`src/sv/itra_pkg.sv`:
```
// Package: widths, microcode format, microcode ROM and digit-to-ASCII mapping.
package itra_pkg;

  localparam int VALUE_WIDTH = 32;
  localparam int RADIX_W     = 5;
  localparam int FLAGS_W     = 2;
  localparam int CHAR_W      = 7;
  localparam int DIGIT_W     = 4;

  // Radix division: DIV_BITS quotient bits resolved per cycle.
  localparam int DIV_BITS   = 8;
  localparam int DIV_CHUNKS = (VALUE_WIDTH + DIV_BITS - 1) / DIV_BITS;
  localparam int DIV_W      = DIV_CHUNKS * DIV_BITS;
  localparam int CHUNK_W    = (DIV_CHUNKS > 1) ? $clog2(DIV_CHUNKS) : 1;

  localparam int IDX_W = $clog2(VALUE_WIDTH);
  localparam int CNT_W = $clog2(VALUE_WIDTH + 1);

  localparam logic [RADIX_W-1:0] RADIX_MIN = RADIX_W'(2);
  localparam logic [RADIX_W-1:0] RADIX_MAX = RADIX_W'(16);

  localparam logic [CHAR_W-1:0] CHAR_MINUS = CHAR_W'(8'h2D);
  localparam logic [CHAR_W-1:0] CHAR_ZERO  = CHAR_W'(8'h30);
  localparam logic [CHAR_W-1:0] CHAR_UPA   = CHAR_W'(8'h41);
  localparam logic [CHAR_W-1:0] CHAR_LOWA  = CHAR_W'(8'h61);

  localparam int FLAG_UNSIGNED = 0;
  localparam int FLAG_LOWER    = 1;

  localparam int STEP_W = 3;
  typedef logic [STEP_W-1:0] step_t;

  localparam step_t STEP_LOAD  = 3'd0;
  localparam step_t STEP_DIV   = 3'd1;
  localparam step_t STEP_STORE = 3'd2;
  localparam step_t STEP_SIGN  = 3'd3;
  localparam step_t STEP_RADDR = 3'd4;
  localparam step_t STEP_EMIT  = 3'd5;
  localparam step_t STEP_END   = 3'd6;

  typedef enum logic [2:0] {
    COND_NEVER,
    COND_ALWAYS,
    COND_DIV_MORE,
    COND_MORE_DIGITS,
    COND_NOT_LAST
  } cond_t;

  typedef struct packed {
    logic  load;    // take an input beat
    logic  div;     // one chunk of the radix division
    logic  store;   // write remainder digit, quotient becomes dividend
    logic  sign;    // emit '-' when negative, set read index
    logic  emit;    // emit one digit character
    cond_t cond;
    step_t target;
  } ctrl_t;

  typedef struct packed {
    logic in_valid;
    logic out_free;
    logic div_more;
    logic more_digits;
    logic neg;
    logic not_last;
  } status_t;

  function automatic ctrl_t ucode(step_t s);
    ctrl_t w;
    w = '{load: 1'b0, div: 1'b0, store: 1'b0, sign: 1'b0, emit: 1'b0,
          cond: COND_NEVER, target: STEP_LOAD};
    case (s)
      STEP_LOAD:  w.load = 1'b1;
      STEP_DIV: begin
        w.div    = 1'b1;
        w.cond   = COND_DIV_MORE;
        w.target = STEP_DIV;
      end
      STEP_STORE: begin
        w.store  = 1'b1;
        w.cond   = COND_MORE_DIGITS;
        w.target = STEP_DIV;
      end
      STEP_SIGN:  w.sign = 1'b1;
      STEP_RADDR: w.cond = COND_NEVER;
      STEP_EMIT: begin
        w.emit   = 1'b1;
        w.cond   = COND_NOT_LAST;
        w.target = STEP_RADDR;
      end
      STEP_END: begin
        w.cond   = COND_ALWAYS;
        w.target = STEP_LOAD;
      end
      default: begin
        w.cond   = COND_ALWAYS;
        w.target = STEP_LOAD;
      end
    endcase
    return w;
  endfunction

  function automatic logic [CHAR_W-1:0] digit_char(logic [DIGIT_W-1:0] d, logic lower);
    logic [CHAR_W-1:0] c;
    if (d < DIGIT_W'(10)) begin
      c = CHAR_ZERO + CHAR_W'(d);
    end else if (lower) begin
      c = CHAR_LOWA + CHAR_W'(d - DIGIT_W'(10));
    end else begin
      c = CHAR_UPA + CHAR_W'(d - DIGIT_W'(10));
    end
    return c;
  endfunction

endpackage

```
`src/sv/itra_ram.sv`:
```
// Generic single-write, single-read RAM with registered read data.
module itra_ram #(
  parameter int WIDTH = 8,
  parameter int DEPTH = 32
) (
  input  logic                     clk,
  input  logic                     wr_en,
  input  logic [$clog2(DEPTH)-1:0] wr_addr,
  input  logic [WIDTH-1:0]         wr_data,
  input  logic [$clog2(DEPTH)-1:0] rd_addr,
  output logic [WIDTH-1:0]         rd_data
);

  logic [WIDTH-1:0] mem_r [DEPTH];
  logic [WIDTH-1:0] rd_data_r;

  always_ff @(posedge clk) begin
    if (wr_en) begin
      mem_r[wr_addr] <= wr_data;
    end
    rd_data_r <= mem_r[rd_addr];
  end

  assign rd_data = rd_data_r;

endmodule

```
`src/sv/itra_seq.sv`:
```
// Microcode sequencer: step counter, control ROM, stall and jump logic.
module itra_seq (
  input  logic              clk,
  input  logic              rst_n,
  input  itra_pkg::status_t st,
  output itra_pkg::ctrl_t   ctl,
  output logic              go
);

  itra_pkg::step_t step_r;
  itra_pkg::step_t step_nxt;
  logic            take_jump;

  assign ctl = itra_pkg::ucode(step_r);

  // Hold the step while input is missing or the output register is full.
  assign go = !((ctl.load && !st.in_valid) ||
                ((ctl.emit || (ctl.sign && st.neg)) && !st.out_free));

  always_comb begin
    case (ctl.cond)
      itra_pkg::COND_NEVER:       take_jump = 1'b0;
      itra_pkg::COND_ALWAYS:      take_jump = 1'b1;
      itra_pkg::COND_DIV_MORE:    take_jump = st.div_more;
      itra_pkg::COND_MORE_DIGITS: take_jump = st.more_digits;
      itra_pkg::COND_NOT_LAST:    take_jump = st.not_last;
      default:                    take_jump = 1'b0;
    endcase
    if (!go) begin
      step_nxt = step_r;
    end else if (take_jump) begin
      step_nxt = ctl.target;
    end else begin
      step_nxt = step_r + itra_pkg::STEP_W'(1);
    end
  end

  always_ff @(posedge clk) begin
    if (!rst_n) begin
      step_r <= itra_pkg::STEP_LOAD;
    end else begin
      step_r <= step_nxt;
    end
  end

endmodule

```
`src/sv/integer_to_radix_ascii_unit.sv`:
```
// Top level: integer to ASCII text in radix 2..16, microcoded datapath.
//
// Input channel (in_*): one beat carries value and radix in in_tdata and the
// format flags in in_tuser (bit0 unsigned, bit1 lowercase a-f). A radix below
// 2 is used as 2, above 16 as 16.
// Output channel (out_*): one beat per character, most significant first, a
// leading '-' for a negative value in signed mode; out_tlast marks the final
// character. Zero gives the single character '0'.
// Sequence: a short control program steps a plain datapath: a load step, then
// for each digit the radix divider steps (8 quotient bits per cycle over the
// 32-bit magnitude) and a step that stores the remainder in the digit RAM.
// Then a sign step, a read-address and an emit step per digit character (one
// RAM read turnaround per character) and a closing step.
// One item is in work at a time; in_tready is high only in the load step.
// The result sits in an output register; a stall on out_tready holds the
// program at the emitting step, nothing is dropped. The next item can be
// taken while the final character still waits in that register.
// Reset (rst_n low, synchronous) returns to the load step with the output
// register empty; the digit RAM needs no clearing.
module integer_to_radix_ascii_unit (
  input  logic        clk,
  input  logic        rst_n,
  input  logic        in_tvalid,
  output logic        in_tready,
  input  logic [39:0] in_tdata,   // [31:0] value, [36:32] radix, [39:37] zero
  input  logic [1:0]  in_tuser,   // [1:0] format_flags
  output logic        out_tvalid,
  input  logic        out_tready,
  output logic [7:0]  out_tdata,  // [6:0] character, [7] zero
  output logic        out_tlast   // last
);

  localparam int VW = itra_pkg::VALUE_WIDTH;

  itra_pkg::status_t st;
  itra_pkg::ctrl_t   ctl;
  logic              go;

  // Datapath registers
  logic [itra_pkg::RADIX_W-1:0] radix_r, radix_nxt;
  logic                         lower_r, lower_nxt;
  logic                         neg_r, neg_nxt;
  logic [itra_pkg::DIV_W-1:0]   sh_r, sh_nxt;      // dividend in, quotient out
  logic [itra_pkg::DIGIT_W-1:0] rem_r, rem_nxt;
  logic [itra_pkg::CHUNK_W-1:0] chunk_r, chunk_nxt;
  logic [itra_pkg::CNT_W-1:0]   count_r, count_nxt;
  logic [itra_pkg::IDX_W-1:0]   idx_r, idx_nxt;
  logic                         out_valid_r, out_valid_nxt;
  logic [itra_pkg::CHAR_W-1:0]  out_char_r, out_char_nxt;
  logic                         out_last_r, out_last_nxt;

  // Input fields
  logic [VW-1:0]                in_value;
  logic [itra_pkg::RADIX_W-1:0] in_radix;
  logic [itra_pkg::RADIX_W-1:0] radix_clamped;
  logic                         in_neg;
  logic [VW-1:0]                in_mag;

  // Divider chunk
  logic [itra_pkg::DIV_W-1:0]   div_sh;
  logic [itra_pkg::DIGIT_W-1:0] div_rem;

  logic [itra_pkg::DIGIT_W-1:0] rd_digit;
  logic                         out_free;
  logic                         last_chunk;

  assign in_value = in_tdata[VW-1:0];
  assign in_radix = in_tdata[VW +: itra_pkg::RADIX_W];

  always_comb begin
    if (in_radix < itra_pkg::RADIX_MIN) begin
      radix_clamped = itra_pkg::RADIX_MIN;
    end else if (in_radix > itra_pkg::RADIX_MAX) begin
      radix_clamped = itra_pkg::RADIX_MAX;
    end else begin
      radix_clamped = in_radix;
    end
  end

  assign in_neg = !in_tuser[itra_pkg::FLAG_UNSIGNED] && in_value[VW-1];
  assign in_mag = in_neg ? (~in_value + VW'(1)) : in_value;

  // Restoring division, DIV_BITS quotient bits per cycle. Remainder stays
  // below the radix, so it fits in a digit.
  always_comb begin
    logic [itra_pkg::RADIX_W-1:0] t;
    logic [itra_pkg::DIGIT_W-1:0] r;
    logic [itra_pkg::DIV_W-1:0]   q;
    r = rem_r;
    q = sh_r;
    for (int k = 0; k < itra_pkg::DIV_BITS; k++) begin
      t = {r, q[itra_pkg::DIV_W-1]};
      q = {q[itra_pkg::DIV_W-2:0], 1'b0};
      if (t >= radix_r) begin
        t    = t - radix_r;
        q[0] = 1'b1;
      end
      r = t[itra_pkg::DIGIT_W-1:0];
    end
    div_sh  = q;
    div_rem = r;
  end

  assign last_chunk = (chunk_r == itra_pkg::CHUNK_W'(itra_pkg::DIV_CHUNKS - 1));
  assign out_free   = !out_valid_r || out_tready;

  assign st.in_valid    = in_tvalid;
  assign st.out_free    = out_free;
  assign st.div_more    = !last_chunk;
  assign st.more_digits = (sh_r != '0) && (count_r < itra_pkg::CNT_W'(VW - 1));
  assign st.neg         = neg_r;
  assign st.not_last    = (idx_r != '0);

  itra_seq u_seq (
    .clk   (clk),
    .rst_n (rst_n),
    .st    (st),
    .ctl   (ctl),
    .go    (go)
  );

  itra_ram #(
    .WIDTH (itra_pkg::DIGIT_W),
    .DEPTH (VW)
  ) u_digits (
    .clk     (clk),
    .wr_en   (ctl.store),
    .wr_addr (count_r[itra_pkg::IDX_W-1:0]),
    .wr_data (rem_r),
    .rd_addr (idx_r),
    .rd_data (rd_digit)
  );

  always_comb begin
    radix_nxt     = radix_r;
    lower_nxt     = lower_r;
    neg_nxt       = neg_r;
    sh_nxt        = sh_r;
    rem_nxt       = rem_r;
    chunk_nxt     = chunk_r;
    count_nxt     = count_r;
    idx_nxt       = idx_r;
    out_char_nxt  = out_char_r;
    out_last_nxt  = out_last_r;
    out_valid_nxt = out_valid_r && !out_tready;

    if (go) begin
      if (ctl.load) begin
        radix_nxt = radix_clamped;
        lower_nxt = in_tuser[itra_pkg::FLAG_LOWER];
        neg_nxt   = in_neg;
        sh_nxt    = itra_pkg::DIV_W'(in_mag);
        rem_nxt   = '0;
        chunk_nxt = '0;
        count_nxt = '0;
      end
      if (ctl.div) begin
        sh_nxt    = div_sh;
        rem_nxt   = div_rem;
        chunk_nxt = last_chunk ? '0 : chunk_r + itra_pkg::CHUNK_W'(1);
      end
      if (ctl.store) begin
        // quotient already sits in sh_r; restart remainder for next digit
        rem_nxt   = '0;
        count_nxt = count_r + itra_pkg::CNT_W'(1);
      end
      if (ctl.sign) begin
        idx_nxt = itra_pkg::IDX_W'(count_r - itra_pkg::CNT_W'(1));
        if (neg_r) begin
          out_valid_nxt = 1'b1;
          out_char_nxt  = itra_pkg::CHAR_MINUS;
          out_last_nxt  = 1'b0;
        end
      end
      if (ctl.emit) begin
        out_valid_nxt = 1'b1;
        out_char_nxt  = itra_pkg::digit_char(rd_digit, lower_r);
        out_last_nxt  = (idx_r == '0);
        if (idx_r != '0) begin
          idx_nxt = idx_r - itra_pkg::IDX_W'(1);
        end
      end
    end
  end

  always_ff @(posedge clk) begin
    if (!rst_n) begin
      out_valid_r <= 1'b0;
      chunk_r     <= '0;
      count_r     <= '0;
      neg_r       <= 1'b0;
    end else begin
      out_valid_r <= out_valid_nxt;
      chunk_r     <= chunk_nxt;
      count_r     <= count_nxt;
      neg_r       <= neg_nxt;
    end
  end

  always_ff @(posedge clk) begin
    radix_r    <= radix_nxt;
    lower_r    <= lower_nxt;
    sh_r       <= sh_nxt;
    rem_r      <= rem_nxt;
    idx_r      <= idx_nxt;
    out_char_r <= out_char_nxt;
    out_last_r <= out_last_nxt;
  end

  assign in_tready  = ctl.load;
  assign out_tvalid = out_valid_r;
  assign out_tdata  = {1'b0, out_char_r};
  assign out_tlast  = out_last_r;

  // Remainder must stay below the radix while dividing.
  a_rem_below_radix: assert property (@(posedge clk) disable iff (!rst_n)
    ctl.div |-> (itra_pkg::RADIX_W'(rem_r) < radix_r))
    else $error("division remainder not below radix");

  // Digit count never passes the store depth.
  a_count_bound: assert property (@(posedge clk) disable iff (!rst_n)
    count_r <= itra_pkg::CNT_W'(VW))
    else $error("digit count beyond store depth");

  // An accepted beat starts a fresh conversion.
  a_fresh_start: assert property (@(posedge clk) disable iff (!rst_n)
    (in_tvalid && in_tready) |=> (count_r == '0 && rem_r == '0 && chunk_r == '0))
    else $error("conversion state not cleared on accept");

  // A digit character is never emitted while the output register is blocked.
  a_no_overwrite: assert property (@(posedge clk) disable iff (!rst_n)
    (ctl.emit && go) |-> (!out_valid_r || out_tready))
    else $error("character overwrote a waiting beat");

endmodule
```
`config.mk`:
```
export PLATFORM = sky130hd
export DESIGN_NAME = integer_to_radix_ascii_unit
export DESIGN_NICKNAME = d
export VERILOG_FILES = /design/src/sv/itra_pkg.sv /design/src/sv/itra_ram.sv /design/src/sv/itra_seq.sv /design/src/sv/integer_to_radix_ascii_unit.sv
export SDC_FILE = /design/constraint.sdc
export NUM_CORES = 1
export LEC_CHECK = 0
export BUFFER_PORTS_ARGS = -buffer_cell sky130_fd_sc_hd__buf_4
export CAP_MARGIN = 20
export CORE_MARGIN = 10
export CORE_UTILIZATION = 35
export CTS_BUF_LIST = sky130_fd_sc_hd__clkbuf_16
export DETAILED_ROUTE_END_ITERATION = 7
export MAX_ROUTING_LAYER = met4
export PLACE_DENSITY = 0.62
export SETUP_SLACK_MARGIN = 0.3
export SLEW_MARGIN = 25
export SYNTH_ARGS = -nofsm -noshare
export SYNTH_HDL_FRONTEND = slang
export SYNTH_SLANG_ARGS = --single-unit
```
`constraint.sdc`:
```
create_clock -name clk -period 11.4 [get_ports clk]
set_input_delay 2.28 -clock clk [delete_from_list [all_inputs] [get_ports clk]]
set_output_delay 2.28 -clock clk [all_outputs]
set_load 0.05 [all_outputs]
```
==> flow_metrics.env <==
export IMPL_outcome="complete, no violations"
export IMPL_start_util_pct=35.7
export IMPL_synth_warnings=0
export IMPL_cp_slowest_cell="edfxtp_1"
export IMPL_worst_hold_path_type="reg2reg"
export IMPL_grt_use_total_pct=12.5
export IMPL_clock_sinks=200
export IMPL_drive_gt1_share_pct=19.8
export IMPL_syn_avg_cell_area_um2=12.7
export IMPL_dieArea_um2=39000
export IMPL_end_kind="flip-flop"
export IMPL_ys_flop_type="edfxtp_1"
export IMPL_final_cell_mix="edfxtp_1, nand2_1, buf_4"
export IMPL_max_cap_viol_count=0
export IMPL_nets=1039
export IMPL_layout_commonest_cell="edfxtp_1"
export IMPL_cp_common_cell="ha_1"
export IMPL_grt_pass1_wl_um=37700
export IMPL_numCtsBuffers=17
export IMPL_synthToLayoutAreaGrowth_pct=13.6
export IMPL_viasPerCell=5.18
export IMPL_cts_buffer_depth=2
export IMPL_cp_max_fo=8
export IMPL_drt_wirelength_per_cell_um=17.7
export IMPL_async_flop_share_pct=0
export IMPL_finalCritPeriodShare_pct=91.6
export IMPL_synth_edf_count=183
export IMPL_rsz0062_at_grt="no"
export IMPL_fmax_mhz=95.8
export IMPL_netlist_area_um2=11000
export IMPL_syn_nets=982
export IMPL_synth_cells=869
export IMPL_drc_errors=0
export IMPL_io_buffers=52
export IMPL_ant_nets=0
export IMPL_slew_violations=0
export IMPL_cp_start_kind="flip-flop"
export IMPL_final_hold_viol_count=0
export IMPL_synth_seq_cells=200
export IMPL_max_slew_margin_rel_pct=33.8
export IMPL_skew_ps=16.0
export IMPL_fin_hold_ws_ps=473
export IMPL_gp_congestion=0.863
export IMPL_die_y_um=197
export IMPL_wirelength_um=23600
export IMPL_worst_skew_pair_late_latency_ps=440
export IMPL_clk_pin_slew_ps=80
export IMPL_arrival_ps=10620
export IMPL_synth_cell_types=71
export IMPL_first_pass_iters=4
export IMPL_cts_root_buf="clkbuf_16"
export IMPL_h_tree_depth=4
export IMPL_grt_remaining_overflow=0
export IMPL_num_rows=64
export IMPL_fin_crit_ps=10440
export IMPL_vias=6914
export IMPL_finalSetupTns_ps=0
export IMPL_grt_max_degree=63
export IMPL_die_w_um=197
export IMPL_grt_pass1_vias=7050
export IMPL_crit_path_max_incr_delay_ps=440
export IMPL_antenna_found_initial=0
export IMPL_setup_viol=0
export IMPL_cp_data_required_time_ps=11580
export IMPL_drtIter0Drc=459
export IMPL_cts_tree="done"
export IMPL_ys_seq_area_share_pct=53.0
export IMPL_path_class="reg2reg"
export IMPL_diodes=0
export IMPL_place_hpwl_um=17200
export IMPL_ios=57
export IMPL_core_area_um2=30800
export IMPL_worst_slew_pin_slew_ps=989
synth_stat cells (4+ instances only):
master	n	area (um2)
mux2_2	18	203
a31oi_1	6	37.5
nand2b_1	11	68.8
dfxtp_1	17	340
and2_1	6	37.5
nand2_1	72	270
nor3_1	10	50.1
nand3_1	11	55.1
a21oi_1	40	200
fa_1	8	160
a21o_1	12	90.1
inv_1	47	176
o21ai_0	30	150
o21a_1	4	30.0
o31ai_1	6	45.0
o211ai_1	4	30.0
nor2b_1	12	75.1
nor2_1	65	244
or3_1	4	25.0
nor4_1	10	62.6
clkbuf_1	22	82.6
xnor2_1	34	298
o21ai_1	30	150
ha_1	59	738
xor2_1	21	184
mux4_2	40	901
mux2i_1	13	130
edfxtp_1	183	5500
sequential cells by signal, indices dropped and copies added (netlist names), 2 cells and up:
signal / flops
u_digits.mem_r: 128
sh_r: 32
out_char_r: 7
count_r: 6
idx_r: 5
radix_r: 5
rem_r: 4
u_digits.rd_data: 4
u_seq.step_r: 3
chunk_r: 2
worst max-delay path: cells and delay by family, from the launching register on:
family / cells / cell delay, ps
compound gates: 21 / 4380
fa+ha+maj: 8 / 2450
buf+inv: 4 / 490
flops: 1 / 440
mux: 6 / 1720
simple gates: 5 / 680
area by class of cell:
class | count | area [um2]
Tap cell | 396 | 495
Sequential cell | 200 | 5840
Multi-Input combinational cell | 589 | 4890
Inverter | 48 | 180
Clock buffer | 17 | 425
Timing Repair Buffer | 70 | 526
Fill cell | 2857 | 18300
Clock inverter | 15 | 153
path summary, 6_finish.rpt:
kind              cells past startpoint  slack, ps         end  startpoint
hold / removal                        2        470  chunk_r[0]  chunk_r[0]
hold reg to reg                       2        470  chunk_r[0]  chunk_r[0]
setup reg to reg                     44        960    rem_r[3]  radix_r[1]
setup / recovery                     44        960    rem_r[3]  radix_r[1]
metrics by stage:
| stage | utilization, % | instance area, um2 | cells | worst slack, ps |
|---|---|---|---|---|
| floorplan | - | 11000 | 869 | 1130 |
| global placement | 38.5 | 11900 | 1302 | 601 |
| detailed placement | 38.5 | 11900 | 1302 | 497 |
| CTS | 40.4 | 12500 | 1334 | 449 |
| global route | 40.6 | 12500 | 1335 | 268 |
| finish | 40.6 | 12500 | 1335 | 962 |
cells by family after synthesis:
| kind of cell | count (synthesis) | synth area share, % |
|---|---|---|
| buffers and inverters | 80 | 3.03 |
| adders and majority gates | 67 | 8.16 |
| DFF | 200 | 53.0 |
| other | 1 | 0.0341 |
| xor gates and xnor gates | 55 | 4.37 |
| and+or+nand+nor | 223 | 10.0 |
| muxes | 74 | 11.5 |
| AOI/OAI and AO/OA | 169 | 9.86 |
layer usage:
metal / global-route usage (%) / routed length, um / up-vias
met1: 16.0 / 11100 / 3372
met2: 20.1 / 11400 / 138
met5: - / 0 / -
met3: 2.18 / 761 / 24
met4: 3.39 / 305 / 0
li1: - / - / 3380
repair_timing:
action	in CTS	in global routing
setup endpoints to repair	0	5
endpoints found under the hold margin	0	0
hold buffers	0	0
gates resized for setup	0	10
setup buffers	0	1
Power is left out: the tool's default activity adds up to more than one toggle a clock period on the data nets, which glitch-free logic cannot reach.
